===== config.mk =====
export PLATFORM = sky130hd
export DESIGN_NAME = gfa_front
export DESIGN_NICKNAME = d
export VERILOG_FILES = /design/src/rtl/gfa_pkg.sv /design/src/rtl/gfa_front.sv
export SDC_FILE = /design/constraint.sdc
export NUM_CORES = 2
export LEC_CHECK = 0
export BUFFER_PORTS_ARGS = -buffer_cell sky130_fd_sc_hd__buf_2
export CORE_MARGIN = 8
export CORE_UTILIZATION = 30
export CTS_BUF_LIST = sky130_fd_sc_hd__clkbuf_16
export CTS_CLUSTER_DIAMETER = 30
export DETAILED_ROUTE_END_ITERATION = 8
export RECOVER_POWER = 50
export SYNTH_ARGS = -nofsm -noshare
export SYNTH_HDL_FRONTEND = slang
export SYNTH_SLANG_ARGS = --single-unit
export TNS_END_PERCENT = 30

===== constraint.sdc =====
create_clock -name clk -period 4.48 [get_ports clk]
set_clock_uncertainty 0.1 [all_clocks]
set_input_delay 0.224 -clock clk [delete_from_list [all_inputs] [get_ports clk]]
set_output_delay 0.224 -clock clk [all_outputs]
set_load 0.02 [all_outputs]

===== src/rtl/gfa_pkg.sv =====
// Shared types, constants and field functions for the GF(2^67) arithmetic unit.
// Field polynomial x^67 + x^5 + x^2 + x + 1. No dependencies.
package gfa_pkg;

    localparam int unsigned M = 67;
    localparam int unsigned NUM_STG = 14;

    typedef logic [M-1:0] elem_t;

    typedef enum logic [1:0] {
        FUNC_ADD = 2'd0,
        FUNC_MUL = 2'd1,
        FUNC_SQR = 2'd2,
        FUNC_INV = 2'd3
    } func_t;

    typedef enum logic [1:0] {
        MSRC_NONE = 2'd0,
        MSRC_A    = 2'd1,
        MSRC_T3   = 2'd2,
        MSRC_SAVE = 2'd3
    } msrc_t;

    typedef struct packed {
        logic  inv;
        elem_t x;
        elem_t a;
        elem_t t3;
        elem_t sv;
    } pipe_t;

    localparam int unsigned STG_K [NUM_STG] = '{1, 3, 6, 0, 3, 8, 7, 3, 8, 8, 8, 8, 1, 1};
    localparam msrc_t STG_MSRC [NUM_STG] = '{MSRC_A, MSRC_T3, MSRC_NONE, MSRC_SAVE,
        MSRC_T3, MSRC_NONE, MSRC_SAVE, MSRC_T3, MSRC_NONE, MSRC_NONE, MSRC_NONE,
        MSRC_NONE, MSRC_SAVE, MSRC_NONE};
    localparam logic STG_SET_T3 [NUM_STG] = '{1'b1, 1'b0, 1'b0, 1'b0, 1'b0, 1'b0,
        1'b0, 1'b0, 1'b0, 1'b0, 1'b0, 1'b0, 1'b0, 1'b0};
    localparam logic STG_SAVE [NUM_STG] = '{1'b0, 1'b0, 1'b1, 1'b0, 1'b0, 1'b1,
        1'b0, 1'b0, 1'b1, 1'b0, 1'b0, 1'b0, 1'b0, 1'b0};

    function automatic elem_t reduce(input logic [2*M-2:0] p);
        logic [M+3:0] h;
        logic [M+3:0] f;
        logic [3:0]   g;
        logic [M-1:0] r;
        h = {5'd0, p[2*M-2:M]};
        f = {4'd0, p[M-1:0]} ^ h ^ (h << 1) ^ (h << 2) ^ (h << 5);
        g = f[M+3:M];
        r = f[M-1:0] ^ {63'd0, g} ^ {62'd0, g, 1'b0} ^ {61'd0, g, 2'b0} ^ {58'd0, g, 5'b0};
        return r;
    endfunction

    function automatic elem_t gf_mul(input elem_t a, input elem_t b);
        logic [2*M-2:0] p;
        p = '0;
        for (int i = 0; i < M; i++) begin
            if (b[i]) begin
                p = p ^ ({{(M-1){1'b0}}, a} << i);
            end
        end
        return reduce(p);
    endfunction

    function automatic elem_t gf_sqr(input elem_t a);
        logic [2*M-2:0] p;
        p = '0;
        for (int i = 0; i < M; i++) begin
            p[2*i] = a[i];
        end
        return reduce(p);
    endfunction

endpackage


===== src/rtl/gfa_front.sv =====
// Entry stage: add, multiply, square, or first inversion step a^2 * a.
// Depends on gfa_pkg.
module gfa_front
(
    input  logic              clk,
    input  logic              rst_n,
    input  logic              in_valid,
    output logic              in_ready,
    input  logic [1:0]        func,
    input  gfa_pkg::elem_t    a,
    input  gfa_pkg::elem_t    b,
    output logic              out_valid,
    input  logic              out_ready,
    output gfa_pkg::pipe_t    out_data
);

    logic           vld_reg;
    logic           vld_next;
    gfa_pkg::pipe_t data_reg;
    gfa_pkg::pipe_t data_next;
    gfa_pkg::elem_t m1;
    gfa_pkg::elem_t m2;

    assign in_ready  = !vld_reg || out_ready;
    assign out_valid = vld_reg;
    assign out_data  = data_reg;

    always_comb
    begin
        m1 = (func == gfa_pkg::FUNC_INV) ? gfa_pkg::gf_sqr(a) : a;
        m2 = (func == gfa_pkg::FUNC_MUL) ? b : a;
        data_next.inv = (func == gfa_pkg::FUNC_INV);
        data_next.a   = a;
        data_next.t3  = a;
        data_next.sv  = a;
        if (func == gfa_pkg::FUNC_ADD)
        begin
            data_next.x = a ^ b;
        end
        else
        begin
            data_next.x = gfa_pkg::gf_mul(m1, m2);
        end
        vld_next = in_ready ? in_valid : vld_reg;
    end

    always_ff @(posedge clk or negedge rst_n)
    begin
        if (!rst_n)
        begin
            vld_reg <= 1'b0;
        end
        else
        begin
            vld_reg <= vld_next;
        end
    end

    always_ff @(posedge clk)
    begin
        if (in_ready && in_valid)
        begin
            data_reg <= data_next;
        end
    end

endmodule


======== After elaboration in Yosys (flattened, before gate mapping) ========
Index checks and enable logic that the tools add are counted.
word-level totals
  output and inout port bits .............. 271
  register bits after elaboration ......... 136
  logic and storage cells ................. 230
cells by class
  reduce and logical (&&, ||, !) cells .... 4
  equality and inequality tests ........... 2
  bitwise logic cells ..................... 83
  multiplexer cells ....................... 137
operator list
  cell               count
  $mux 133           133
  $mux 67            4
  $xor 67x67->67     3
  $xor 68x71->71     2
  $xor 67x68->68     2
  $xor 67x4->67      2
  $xor 67x5->67      2
  $xor 67x6->67      2
  $xor 67x66->67     2
  $xor 67x9->67      2
  $xor 133x100->133  1
  $xor 133x101->133  1
  $xor 133x102->133  1
  $xor 133x103->133  1
  $xor 133x104->133  1
  $xor 133x105->133  1
  $xor 133x106->133  1
  $xor 133x107->133  1
  $xor 133x108->133  1
  $xor 133x109->133  1
  $xor 133x110->133  1
  $xor 133x111->133  1
  $xor 133x112->133  1
  $xor 133x113->133  1
  other kinds (58)   58

======== Depth between registers and ports, before layout ========
  depth in word-level cells ............... 218
  mapped depth ............................ 22

======== Least setup slack after synthesis ========
Ideal clock, no wire load.
  kind .................................... reg-to-reg
  from .................................... register vld_reg (netlist: out_valid)
  to ...................................... register data_reg, in the netlist out_data[0] (enable)
  required time ........................... 3,870 ps
  path buffers ............................ 0
  period minus slack after synthesis ...... 4,452 ps
  path slack .............................. 28 ps
  arrival ................................. 3,842 ps
  cell stages (with the launch flop) ...... 3
  cell sequence ........................... dfrtp_1 nand2b_1 and2_1
between the ends
  longest elaborated chain between the ends .. 3
RTL lines
  item                    RTL line         source
  from (decl)             gfa_front.sv:17  logic vld_reg;
  from (signal assigned)  gfa_front.sv:55  vld_reg <= vld_next;
  $logic_not 1->1         gfa_front.sv:24  assign in_ready = !vld_reg || out_ready;
  $logic_or 1x1->1        gfa_front.sv:24
  net in_ready            gfa_front.sv:8   output logic in_ready,
  $logic_and 1x1->1       gfa_front.sv:61  if (in_ready && in_valid)
  to (signal assigned)    gfa_front.sv:63  data_reg <= data_next;
  to (decl)               gfa_front.sv:19  gfa_pkg::pipe_t data_reg;
The timed path passes the listed nets, and every way through them passes these cells.
A chain may end at the register's enable or synchronous reset.

==> results.cfg <==
[worst_setup_path]
critPathCapture = out_data[226]
worstPathMaxFanout = 23
cpMaxStageDelayCell = clkbuf_1
r2r_cells = 3
path_class = primary input to flip-flop
rrSetupSlack_ns = 2.36
worst_setup_path_end_kind = flip-flop
crit_chain = buf_2 -> clkbuf_1 -> mux2i_4 -> buf_12 -> buf_12 -> buf_12 -> nor2_1 -> xor2_1 -> xnor2_1 -> xnor2_1 -> xnor3_1 -> xnor2_2 -> buf_4 -> xnor3_1 -> xnor2_1 -> buf_4 -> a21oi_1
worstSetupStartpointType = primary input
r2r-start = out_valid
required_ns = 4.66
reg2reg_to = out_data[27]
critPathLaunch = a[24]
max_stage_delay_ns = 1.22
cp.arrival_ns = 4.85

[placed_design]
dp_hpwl_um = 380000
dp_cells = 15500
dpl_cell_area_um2 = 97400
io_buffers = 410
place_congestion = 1.10

[yosys]
synthesis.nets = 11200
synth_warnings = 0
synth_edf_count = 135
ys_types = 70
synth_seq_cells = 136
synth_cells = 11100
ys_seq_area_frac = 0.0532
synth_top_area_frac = 0.367
synth_ff_type = edfxtp_1
synth_area_leader_cell = xnor2_1
synth_area_per_cell_um2 = 6.91
synthTopCellsByArea = xnor2_1, nor2_1, xor2_1
syn_area_um2 = 76600
synthArstFlopShare = 0.00735

[power]
powerDensity_nw_per_um2 = 941
p_leak_nw = 40.5
peakVddDrop_mv = 1.83

[cells_and_area]
layout_commonest_cell = nor2_1
design_area_um2 = 97900
final_nets = 12300
final_cell_mix = nor2_1, xnor2_1, buf_4
syn2layout_area_growth_pct = 27.9
final_cells = 15600
drive_gt1_frac = 0.187

[timing]
fin_ws_ns = -0.190
hold_violations = 0
relSlewSlack = -0.136
tightestPinTransition_ns = 1.70
drv_slew = 17
setup_viol = 13
max_freq_mhz = 214
period_share = 1.04
rsz0062_at_grt = yes
post-route-min-period_ns = 4.67

[route]
drc = 0
drtPass1Iterations = 9
drt_iter0_drc = 16000
drt-vias-per-instance = 5.66
routedWlPerCell_um = 33.1
drtAntennaViolNets = 0
wl_um = 516000
via_count = 88200

[job]
cap_violations = 2

[clocking]
cts.path.max_buffers = 2
cts.sinks = 136
cts_setup_buffers = 0
h-tree-depth = 4
ctsRootBufferMaster = clkbuf_16
cts_tree = yes
clkTransAtPathRegs_ns = 0.08
insertion_delay_ns = 0.52
numCtsBuffers = 17

[global_routing]
antenna_found_initial = 22
grt_pass1_vias = 81800
grt_util_all_layers = 0.359
gr-total-overflow = 0
grt_pass1_wl_um = 690000
grt_max_degree = 80

[floorplan]
num_rows = 185
initial_utilization = 0.302
io-pin-count = 411
coreArea_um2 = 254000
die_y_um = 521
die_w_um = 521
dieArea_um2 = 272000

[hold_path]
hold_start = b[8]
hold_path.class = primary input to flip-flop

[outcome]
status = complete, but fails checks
violations = capacitance limit, slew limit, setup timing
-- worst min path at each step --
stage                    end  slack, ns  depth (start not counted)
3_5_place_dp       out_valid      -0.10                          1
2_1_floorplan      out_valid      -0.17                          0
5_1_grt         out_data[34]       0.12                          2
3_3_place_gp       out_valid      -0.10                          1
6_report       out_data[209]       0.13                          4
4_1_cts         out_data[63]      0.006                          2
-- critical path: cells and delay by family --
family	cells	cell delay, ns
mux	1	0.15
xor+xnor	7	1.81
simple gates	1	0.14
buf+inv	7	2.35
compound gates	1	0.06
-- sequential cells by signal, indices dropped and copies added, names as in the netlist --
name	flops
out_data	135
out_valid	1
-- where the power goes --
part / switching (mW) / internal [mW] / total (mW)
combinational: 43.6 / 42.9 / 86.5
sequential: 0.425 / 3.68 / 4.10
clock: 0.827 / 0.739 / 1.57
total: 44.8 / 47.3 / 92.2
-- layout make-up --
type,count,area [µm²]
fillers,26700,156000
multi-input cells,9716,67600
repair buffers,2311,21300
well taps,3366,4210
flip-flops and latches,136,4080
clock buffers,17,425
clock inverters,15,149
inverters,15,68.8
diodes,18,45.0
-- synth_stat cells (6+ instances only) --
| master | number |
|---|---|
| edfxtp_1 | 135 |
| and3b_1 | 7 |
| o22ai_1 | 31 |
| a22o_1 | 16 |
| and3_1 | 7 |
| o21ai_0 | 63 |
| mux2i_1 | 103 |
| a21o_1 | 6 |
| a211oi_1 | 48 |
| xnor2_2 | 18 |
| a22oi_1 | 63 |
| a21oi_1 | 149 |
| nand2_1 | 186 |
| nor2_1 | 4216 |
| a32oi_1 | 87 |
| xnor2_1 | 3207 |
| buf_2 | 587 |
| clkbuf_1 | 210 |
| buf_6 | 32 |
| buf_4 | 206 |
| a31oi_1 | 15 |
| mux2_2 | 10 |
| xor2_1 | 1009 |
| nand3_1 | 24 |
| nor2_2 | 6 |
| a32o_1 | 36 |
| buf_1 | 178 |
| nor2b_1 | 35 |
| xor3_1 | 26 |
| o21ai_1 | 18 |
| xnor3_1 | 244 |
| inv_1 | 13 |
| mux2i_4 | 9 |
| and2_1 | 6 |
| mux2i_2 | 11 |
-- what timing repair did --
item | CTS | global route
endpoints found under the setup margin | 2 | 16
hold buffers | 22 | 0
gates resized for setup | 2 | 20
hold endpoints to repair | 20 | 0
pin swaps | 0 | 3
-- stage by stage --
stage	TNS, ns	setup WS (ns)	hold slack, ns	total power, mW	util
after CTS	0	0.0183	0.00564	88.8	0.387
after floorplan	0	0.0277	-0.172	50.6	-
final	-0.832	-0.190	0.127	92.2	0.386
after global placement	-12.49	-0.586	-0.101	86.7	0.384
after detailed placement	-11.28	-0.595	-0.101	86.8	0.384
after global routing	-0.212	-0.0677	0.118	93.2	0.386
-- kinds of logic (layout without fill, tap and decap cells) --
| logic type | after synthesis | count (layout) | synth area share |
|---|---|---|---|
| compound gates | 562 | 562 | 0.0500 |
| xor+xnor | 4512 | 4512 | 0.568 |
| buf+inv | 1236 | 2358 | 0.0847 |
| flops | 136 | 136 | 0.0532 |
| mux | 133 | 133 | 0.0196 |
| other cells | 0 | 18 | 0 |
| simple gates | 4509 | 4509 | 0.225 |
-- per-layer routing --
| metal | global-route usage | vias to the layer above | share of wire |
|---|---|---|---|
| met5 | 0 | - | 0.00031 |
| met4 | 0.266 | 20 | 0.097 |
| met3 | 0.115 | 2390 | 0.15 |
| met2 | 0.513 | 8234 | 0.39 |
| met1 | 0.449 | 41500 | 0.36 |
| li1 | - | 36100 | - |
Note: power is estimated with default switching activity, not from simulation.
