`src/rtl/gfa_pkg.sv`:
```
// Shared types, constants and field functions for the GF(2^67) arithmetic unit.
// Field polynomial x^67 + x^5 + x^2 + x + 1. No dependencies.
package gfa_pkg;

    localparam int unsigned M = 67;
    localparam int unsigned NUM_STG = 14;

    typedef logic [M-1:0] elem_t;

    typedef enum logic [1:0] {
        FUNC_ADD = 2'd0,
        FUNC_MUL = 2'd1,
        FUNC_SQR = 2'd2,
        FUNC_INV = 2'd3
    } func_t;

    typedef enum logic [1:0] {
        MSRC_NONE = 2'd0,
        MSRC_A    = 2'd1,
        MSRC_T3   = 2'd2,
        MSRC_SAVE = 2'd3
    } msrc_t;

    typedef struct packed {
        logic  inv;
        elem_t x;
        elem_t a;
        elem_t t3;
        elem_t sv;
    } pipe_t;

    localparam int unsigned STG_K [NUM_STG] = '{1, 3, 6, 0, 3, 8, 7, 3, 8, 8, 8, 8, 1, 1};
    localparam msrc_t STG_MSRC [NUM_STG] = '{MSRC_A, MSRC_T3, MSRC_NONE, MSRC_SAVE,
        MSRC_T3, MSRC_NONE, MSRC_SAVE, MSRC_T3, MSRC_NONE, MSRC_NONE, MSRC_NONE,
        MSRC_NONE, MSRC_SAVE, MSRC_NONE};
    localparam logic STG_SET_T3 [NUM_STG] = '{1'b1, 1'b0, 1'b0, 1'b0, 1'b0, 1'b0,
        1'b0, 1'b0, 1'b0, 1'b0, 1'b0, 1'b0, 1'b0, 1'b0};
    localparam logic STG_SAVE [NUM_STG] = '{1'b0, 1'b0, 1'b1, 1'b0, 1'b0, 1'b1,
        1'b0, 1'b0, 1'b1, 1'b0, 1'b0, 1'b0, 1'b0, 1'b0};

    function automatic elem_t reduce(input logic [2*M-2:0] p);
        logic [M+3:0] h;
        logic [M+3:0] f;
        logic [3:0]   g;
        logic [M-1:0] r;
        h = {5'd0, p[2*M-2:M]};
        f = {4'd0, p[M-1:0]} ^ h ^ (h << 1) ^ (h << 2) ^ (h << 5);
        g = f[M+3:M];
        r = f[M-1:0] ^ {63'd0, g} ^ {62'd0, g, 1'b0} ^ {61'd0, g, 2'b0} ^ {58'd0, g, 5'b0};
        return r;
    endfunction

    function automatic elem_t gf_mul(input elem_t a, input elem_t b);
        logic [2*M-2:0] p;
        p = '0;
        for (int i = 0; i < M; i++) begin
            if (b[i]) begin
                p = p ^ ({{(M-1){1'b0}}, a} << i);
            end
        end
        return reduce(p);
    endfunction

    function automatic elem_t gf_sqr(input elem_t a);
        logic [2*M-2:0] p;
        p = '0;
        for (int i = 0; i < M; i++) begin
            p[2*i] = a[i];
        end
        return reduce(p);
    endfunction

endpackage

```
`src/rtl/gfa_stage.sv`:
```
// One inversion chain stage: K squarings, then an optional multiply; other requests pass unchanged.
// Depends on gfa_pkg.
module gfa_stage
#(
    parameter int unsigned    K      = 1,
    parameter gfa_pkg::msrc_t MSRC   = gfa_pkg::MSRC_NONE,
    parameter logic           SET_T3 = 1'b0,
    parameter logic           SAVE   = 1'b0
)
(
    input  logic              clk,
    input  logic              rst_n,
    input  logic              in_valid,
    output logic              in_ready,
    input  gfa_pkg::pipe_t    in_data,
    output logic              out_valid,
    input  logic              out_ready,
    output gfa_pkg::pipe_t    out_data
);

    logic           vld_reg;
    logic           vld_next;
    gfa_pkg::pipe_t data_reg;
    gfa_pkg::pipe_t data_next;
    gfa_pkg::elem_t y;

    assign in_ready  = !vld_reg || out_ready;
    assign out_valid = vld_reg;
    assign out_data  = data_reg;

    always_comb
    begin
        y = in_data.x;
        for (int i = 0; i < K; i++) begin
            y = gfa_pkg::gf_sqr(y);
        end
        case (MSRC)
            gfa_pkg::MSRC_A:    y = gfa_pkg::gf_mul(y, in_data.a);
            gfa_pkg::MSRC_T3:   y = gfa_pkg::gf_mul(y, in_data.t3);
            gfa_pkg::MSRC_SAVE: y = gfa_pkg::gf_mul(y, in_data.sv);
            default:            y = y;
        endcase
        data_next     = in_data;
        data_next.x   = in_data.inv ? y : in_data.x;
        data_next.t3  = SET_T3 ? y : in_data.t3;
        data_next.sv  = SAVE ? in_data.x : in_data.sv;
        vld_next      = in_ready ? in_valid : vld_reg;
    end

    always_ff @(posedge clk or negedge rst_n)
    begin
        if (!rst_n)
        begin
            vld_reg <= 1'b0;
        end
        else
        begin
            vld_reg <= vld_next;
        end
    end

    always_ff @(posedge clk)
    begin
        if (in_ready && in_valid)
        begin
            data_reg <= data_next;
        end
    end

endmodule

```
`config.mk`:
```
export PLATFORM = sky130hd
export DESIGN_NAME = gfa_stage
export DESIGN_NICKNAME = d
export VERILOG_FILES = /design/src/rtl/gfa_pkg.sv /design/src/rtl/gfa_stage.sv
export SDC_FILE = /design/constraint.sdc
export NUM_CORES = 1
export LEC_CHECK = 0
export BUFFER_PORTS_ARGS = -buffer_cell sky130_fd_sc_hd__buf_2
export CAP_MARGIN = 10
export CORE_AREA = 2 2 210 212
export DETAILED_ROUTE_END_ITERATION = 7
export DIE_AREA = 0 0 212 214
export GPL_TIMING_DRIVEN = 0
export SLEW_MARGIN = 10
export SYNTH_ARGS = -nofsm -noshare
export SYNTH_HDL_FRONTEND = slang
export SYNTH_SLANG_ARGS = --single-unit
```
`constraint.sdc`:
```
create_clock -name clk -period 8.5 [get_ports clk]
set_input_delay 1.275 -clock clk [delete_from_list [all_inputs] [get_ports clk]]
set_output_delay 1.275 -clock clk [all_outputs]
set_load 0.05 [all_outputs]
```
=== Word level (Yosys, flattened, before mapping) ===
Index checks and enable logic that the tools add are counted.

* Bits in registers: 270
* Input port bits: 273
* Output and inout port bits: 271
* Word-level logic and storage cells: 18

* Mux-type cells: 1
* Bitwise operators: 8
* Reductions and logical operators: 3

{| class="wikitable"
|+ Operator list
! operator !! number
|-
| XOR 68 x 71 -> 71 bit || 1
|-
| XOR 67 x 68 -> 68 bit || 1
|-
| two-way mux 67 bit || 1
|-
| XOR 67 x 4 -> 67 bit || 1
|-
| XOR 67 x 5 -> 67 bit || 1
|-
| XOR 67 x 6 -> 67 bit || 1
|-
| XOR 67 x 66 -> 67 bit || 1
|-
| XOR 67 bit || 1
|-
| XOR 67 x 9 -> 67 bit || 1
|-
| logical AND 1 bit || 1
|-
| logical NOT 1 bit || 1
|-
| logical OR 1 bit || 1
|}

=== Longest topological paths before layout ===
* Depth in word-level cells: 9
* Depth in mapped cells: 4
* Gate-level depth less buffers: 3

=== Worst setup path after synthesis ===
No wires, ideal clock.

* Path kind: input to register
* Start: input out_ready
* End: register data_reg, in the netlist out_data[0] (enable)
* Library setup time: 663 ps
* Arrival time: 7903 ps
* Data required time: 7837 ps
* Slack: -66 ps
* Stages: 2
* Path buffers: 0
* Path through: nand2b_1 and2_1

* Word-level cells in the longest chain between the ends: 2

{| class="wikitable"
|+ Ends and longest elaborated chain
! what !! line !! RTL
|-
| start, declared || gfa_stage.sv:17 || <nowiki>input logic out_ready,</nowiki>
|-
| logical OR 1 bit || gfa_stage.sv:27 || <nowiki>assign in_ready = !vld_reg || out_ready;</nowiki>
|-
| logical AND 1 bit || gfa_stage.sv:64 || <nowiki>if (in_ready && in_valid)</nowiki>
|-
| end signal, assigned || gfa_stage.sv:66 || <nowiki>data_reg <= data_next;</nowiki>
|-
| end, declared || gfa_stage.sv:23 || <nowiki>gfa_pkg::pipe_t data_reg;</nowiki>
|}

No other way between the ends.
A chain may end at the register's enable or synchronous reset.

=== Final worst setup path ===
* Start: input out_ready
* End: output in_ready

* Word-level cells in the longest chain between the ends: 1

{| class="wikitable"
|+ Ends and longest elaborated chain
! what !! line !! RTL
|-
| logical OR 1 bit || gfa_stage.sv:27 ||
|-
| end, declared || gfa_stage.sv:14 || <nowiki>output logic in_ready,</nowiki>
|}

No other way between the ends.

==> impl_metrics.env <==
export IMPL_period_share_pct=35.77
export IMPL_largest_net_degree_at_the_start_of_global_routing=68
export IMPL_die_height_um=214
export IMPL_clock_insertion_delay_worst_skew_ps=590
export IMPL_path_cells="buf_2 > nand2b_1 > buf_2"
export IMPL_syn_mean_instance_area_um2=19.16
export IMPL_yosys_mux_area_fraction_pct=3.341
export IMPL_post_synth_top_area_fraction_pct=81.70
export IMPL_slew_viol_final=0
export IMPL_crit_top_cell="buf_2"
export IMPL_finalSetupViolCount=0
export IMPL_post_cts_repair_timing_setup_buffer_count=0
export IMPL_critPathArrivalTime_ps=1770
export IMPL_gr_usage_all_layers_pct=14.80
export IMPL_clock_sinks=270
export IMPL_antenna_violations_before_repair=8
export IMPL_proportion_of_synthesized_chip_area_in_sequential_cells_pct=81.95
export IMPL_drt_first_iter_violations=368
export IMPL_post_synth_and_or_nand_nor_area_fraction_pct=1.595
export IMPL_drt_pre_antenna_iters=4
export IMPL_setup_worst_path_class="in2out"
export IMPL_initial_standard_cell_utilization_of_the_core_pct=23.05
export IMPL_number_of_global_route_vias_before_repair=6950
export IMPL_synthesized_area_fraction_occupied_by_ao_oa_aoi_and_oai_cells_pct=1.721
export IMPL_core_area_um2=42890
export IMPL_final_total_negative_setup_slack_ps=0
export IMPL_drt_drc_violations_left=0
export IMPL_largest_family_of_logic_cells_by_synthesized_area="XOR/XNOR gates"
export IMPL_first_pass_grt_wire_length_mm=48.34
export IMPL_netlist_area_um2=9887
export IMPL_design_area_um2=14350
export IMPL_dpl_cell_area_um2=13310
export IMPL_cts_tree="done"
export IMPL_rsz_0062_raised_after_global_routing="false"
export IMPL_finClkSkew_ps=30.31
export IMPL_synthTopCellsByArea="edfxtp_1 82%, xnor2_1 8.6%, mux2_2 3.2%, a21oi_1 1.7%, buf_2 1.7%"
export IMPL_cts_htree_levels=1
export IMPL_vias_per_cell=3.929
export IMPL_overall_die_area_um2=45370
export IMPL_syn_to_final_growth_pct=45.12
export IMPL_adder_cell_share_of_the_synthesized_area_pct=0
export IMPL_synth_lib_cells_used_distinct=17
export IMPL_power_leakage_uw=0.005762
export IMPL_cap_violations=0
export IMPL_overflow=0
export IMPL_critPathCaptureType="output port"
export IMPL_timing_max_slew_rel_slack_pct=49.63
export IMPL_quantity_of_hold_fixing_buffers_added_after_cts=0
export IMPL_worst_slew_pin_transition_ps=755.6
export IMPL_share_of_layout_cells_above_drive_strength_1_pct=57.93
export IMPL_num_vias=6585
export IMPL_detail_route_antenna_nets=0
export IMPL_post_cts_resize_count=0
export IMPL_switching_share_pct=28.63
export IMPL_max_clock_freq_mhz=328.9
export IMPL_worstHoldPathType="in2async"
export IMPL_start_kind="input port"
export IMPL_power_switching_uw=1014
export IMPL_number_of_buffers_and_inverters_on_the_critical_path=2
export IMPL_final_stage_net_count=1339
export IMPL_power_density_cell_area_nw_per_um2=246.9
export IMPL_synth_ff_latch_count=270
export IMPL_peakVddDrop_uv=142.7
export IMPL_critical_path_max_fanout=3
export IMPL_routed_wire_length_per_instance_um=20.96
export IMPL_crit_required_ps=7220
export IMPL_run_status="finished clean"
export IMPL_ios=544
export IMPL_wl_mm=35.13
export IMPL_clock_tree_root_cell="clkbuf_16"
export IMPL_place_detailed_hpwl_mm=27.62
export IMPL_clock_path_buffers=3
export IMPL_clkPwrFrac_pct=38.4
export IMPL_antenna_cells_inserted=0
export IMPL_critical_path_max_stage_delay_ps=280
export IMPL_floorplan_row_count=76
export IMPL_finalWeightedCongestion=0.8446
export IMPL_cellInternalPower_uw=2529
export IMPL_period_needed_ps=3041
export IMPL_place_port_buffers=512
export IMPL_report_final_hold_viol_count=0
export IMPL_synth_top_area_cell="edfxtp_1"
export IMPL_power_share_combinational_pct=16.8
export IMPL_dieWidth_um=212
export IMPL_synthesis_nets=789
export IMPL_tritoncts_num_buffers=31
export IMPL_critical_path_top_delay_family="buffers and inverters"
export IMPL_synthesis_instances=516
export IMPL_power_frac_seq_pct=44.8
export IMPL_yosys_warnings=0
export IMPL_cts_clk_slew_worst_paths_ps=60
export IMPL_slowest_stage="buf_2"
export IMPL_synth_xor_area_share_pct=9.213
-- cells in the mapped netlist --
library cell and count:
and2_1 1, nand2_1 3, xnor2_1 97, buf_2 34, clkbuf_1 3, dfrtp_1 1, a21oi_1 34, xnor2_4 1
xor2_1 2, nand2b_1 2, edfxtp_1 269, nor2_1 34, mux2_4 1, buf_6 2, buf_1 3, mux2_2 28
xnor2_2 1
-- state kept, by name, summed over array words and instances, names as in the netlist --
name and cells:
out_valid 1, out_data 269
-- worst paths after layout --
kind | start | to | slack [ps] | cells past startpoint
min in group clk | out_valid$_DFFE_PN0P_ | out_valid$_DFFE_PN0P_ | 540 | 2
min reg2reg | out_valid$_DFFE_PN0P_ | out_valid$_DFFE_PN0P_ | 540 | 2
max reg2reg | out_valid$_DFFE_PN0P_ | out_data[169]$_DFFE_PP_ | 6510 | 4
max in group asynchronous | rst_n | out_valid$_DFFE_PN0P_ | 7970 | 1
max | out_ready | in_ready | 5460 | 3
min | rst_n | out_valid$_DFFE_PN0P_ | 450 | 1
-- per-layer routing --
| metal | vias up | wire, um | share of wire [%] | global-route usage [%] |
|---|---|---|---|---|
| li1 | 2976 | - | - | - |
| met1 | 3186 | 12290 | 35 | 15.75 |
| met2 | 342 | 18080 | 51 | 26.82 |
| met3 | 65 | 3672 | 10 | 5.424 |
| met4 | 16 | 983 | 2.8 | 4.836 |
| met5 | - | 103 | 0.29 | 0 |
-- final cells by class --
type | instances | area (um^2)
Fill cell | 4263 | 28540
Sequential cell | 270 | 8103
Timing Repair Buffer | 517 | 2693
Multi-Input combinational cell | 204 | 1572
Clock buffer | 39 | 805.8
Tap cell | 585 | 732.0
Clock inverter | 19 | 227.7
Buffer | 42 | 215.2
-- stage by stage --
step / total power, uW / hold slack (ps) / cells / setup WS [ps] / utilization (%)
after global routing: 3674 / 416.9 / 1676 / 5422 / 33.45
after detailed placement: 2219 / 522.7 / 1618 / 5468 / 31.05
after CTS: 3595 / 404.2 / 1676 / 5462 / 33.45
final: 3543 / 446.9 / 1676 / 5459 / 33.45
after floorplan: 2027 / 979.4 / 516 / 2909 / -
after global placement: 2218 / 503.3 / 1613 / 1789 / 30.74
-- power by group through the flow --
stage / clock, uW / combinational [uW] / sequential [uW]
6_report: 1360 / 596 / 1590
3_5_place_dp: 0 / 605 / 1610
2_1_floorplan: 0 / 130 / 1900
5_1_grt: 1450 / 627 / 1590
4_1_cts: 1400 / 606 / 1590
3_3_place_gp: 0 / 590 / 1630
-- kinds of logic after synthesis --
group / count (synthesis)
DFF: 270
xor gates and xnor gates: 101
buffers and inverters: 42
and+or+nand+nor: 40
AOI/OAI and AO/OA: 34
muxes: 29
-- layout by cell type, fill, tap and decap left out, types with 2 or more instances in the layout --
cell type / synthesis / layout
buf_2: 34 / 546
edfxtp_1: 269 / 269
xnor2_1: 97 / 97
nor2_1: 34 / 34
a21oi_1: 34 / 34
clkbuf_16: 0 / 31
mux2_2: 28 / 28
clkbuf_1: 3 / 11
clkinv_2: 0 / 5
bufinv_16: 0 / 4
buf_16: 0 / 4
nand2_1: 3 / 3
buf_1: 3 / 3
clkinvlp_4: 0 / 3
clkinv_1: 0 / 3
xor2_1: 2 / 2
buf_6: 2 / 2
nand2b_1: 2 / 2
Note: power is estimated with default switching activity, not from simulation.
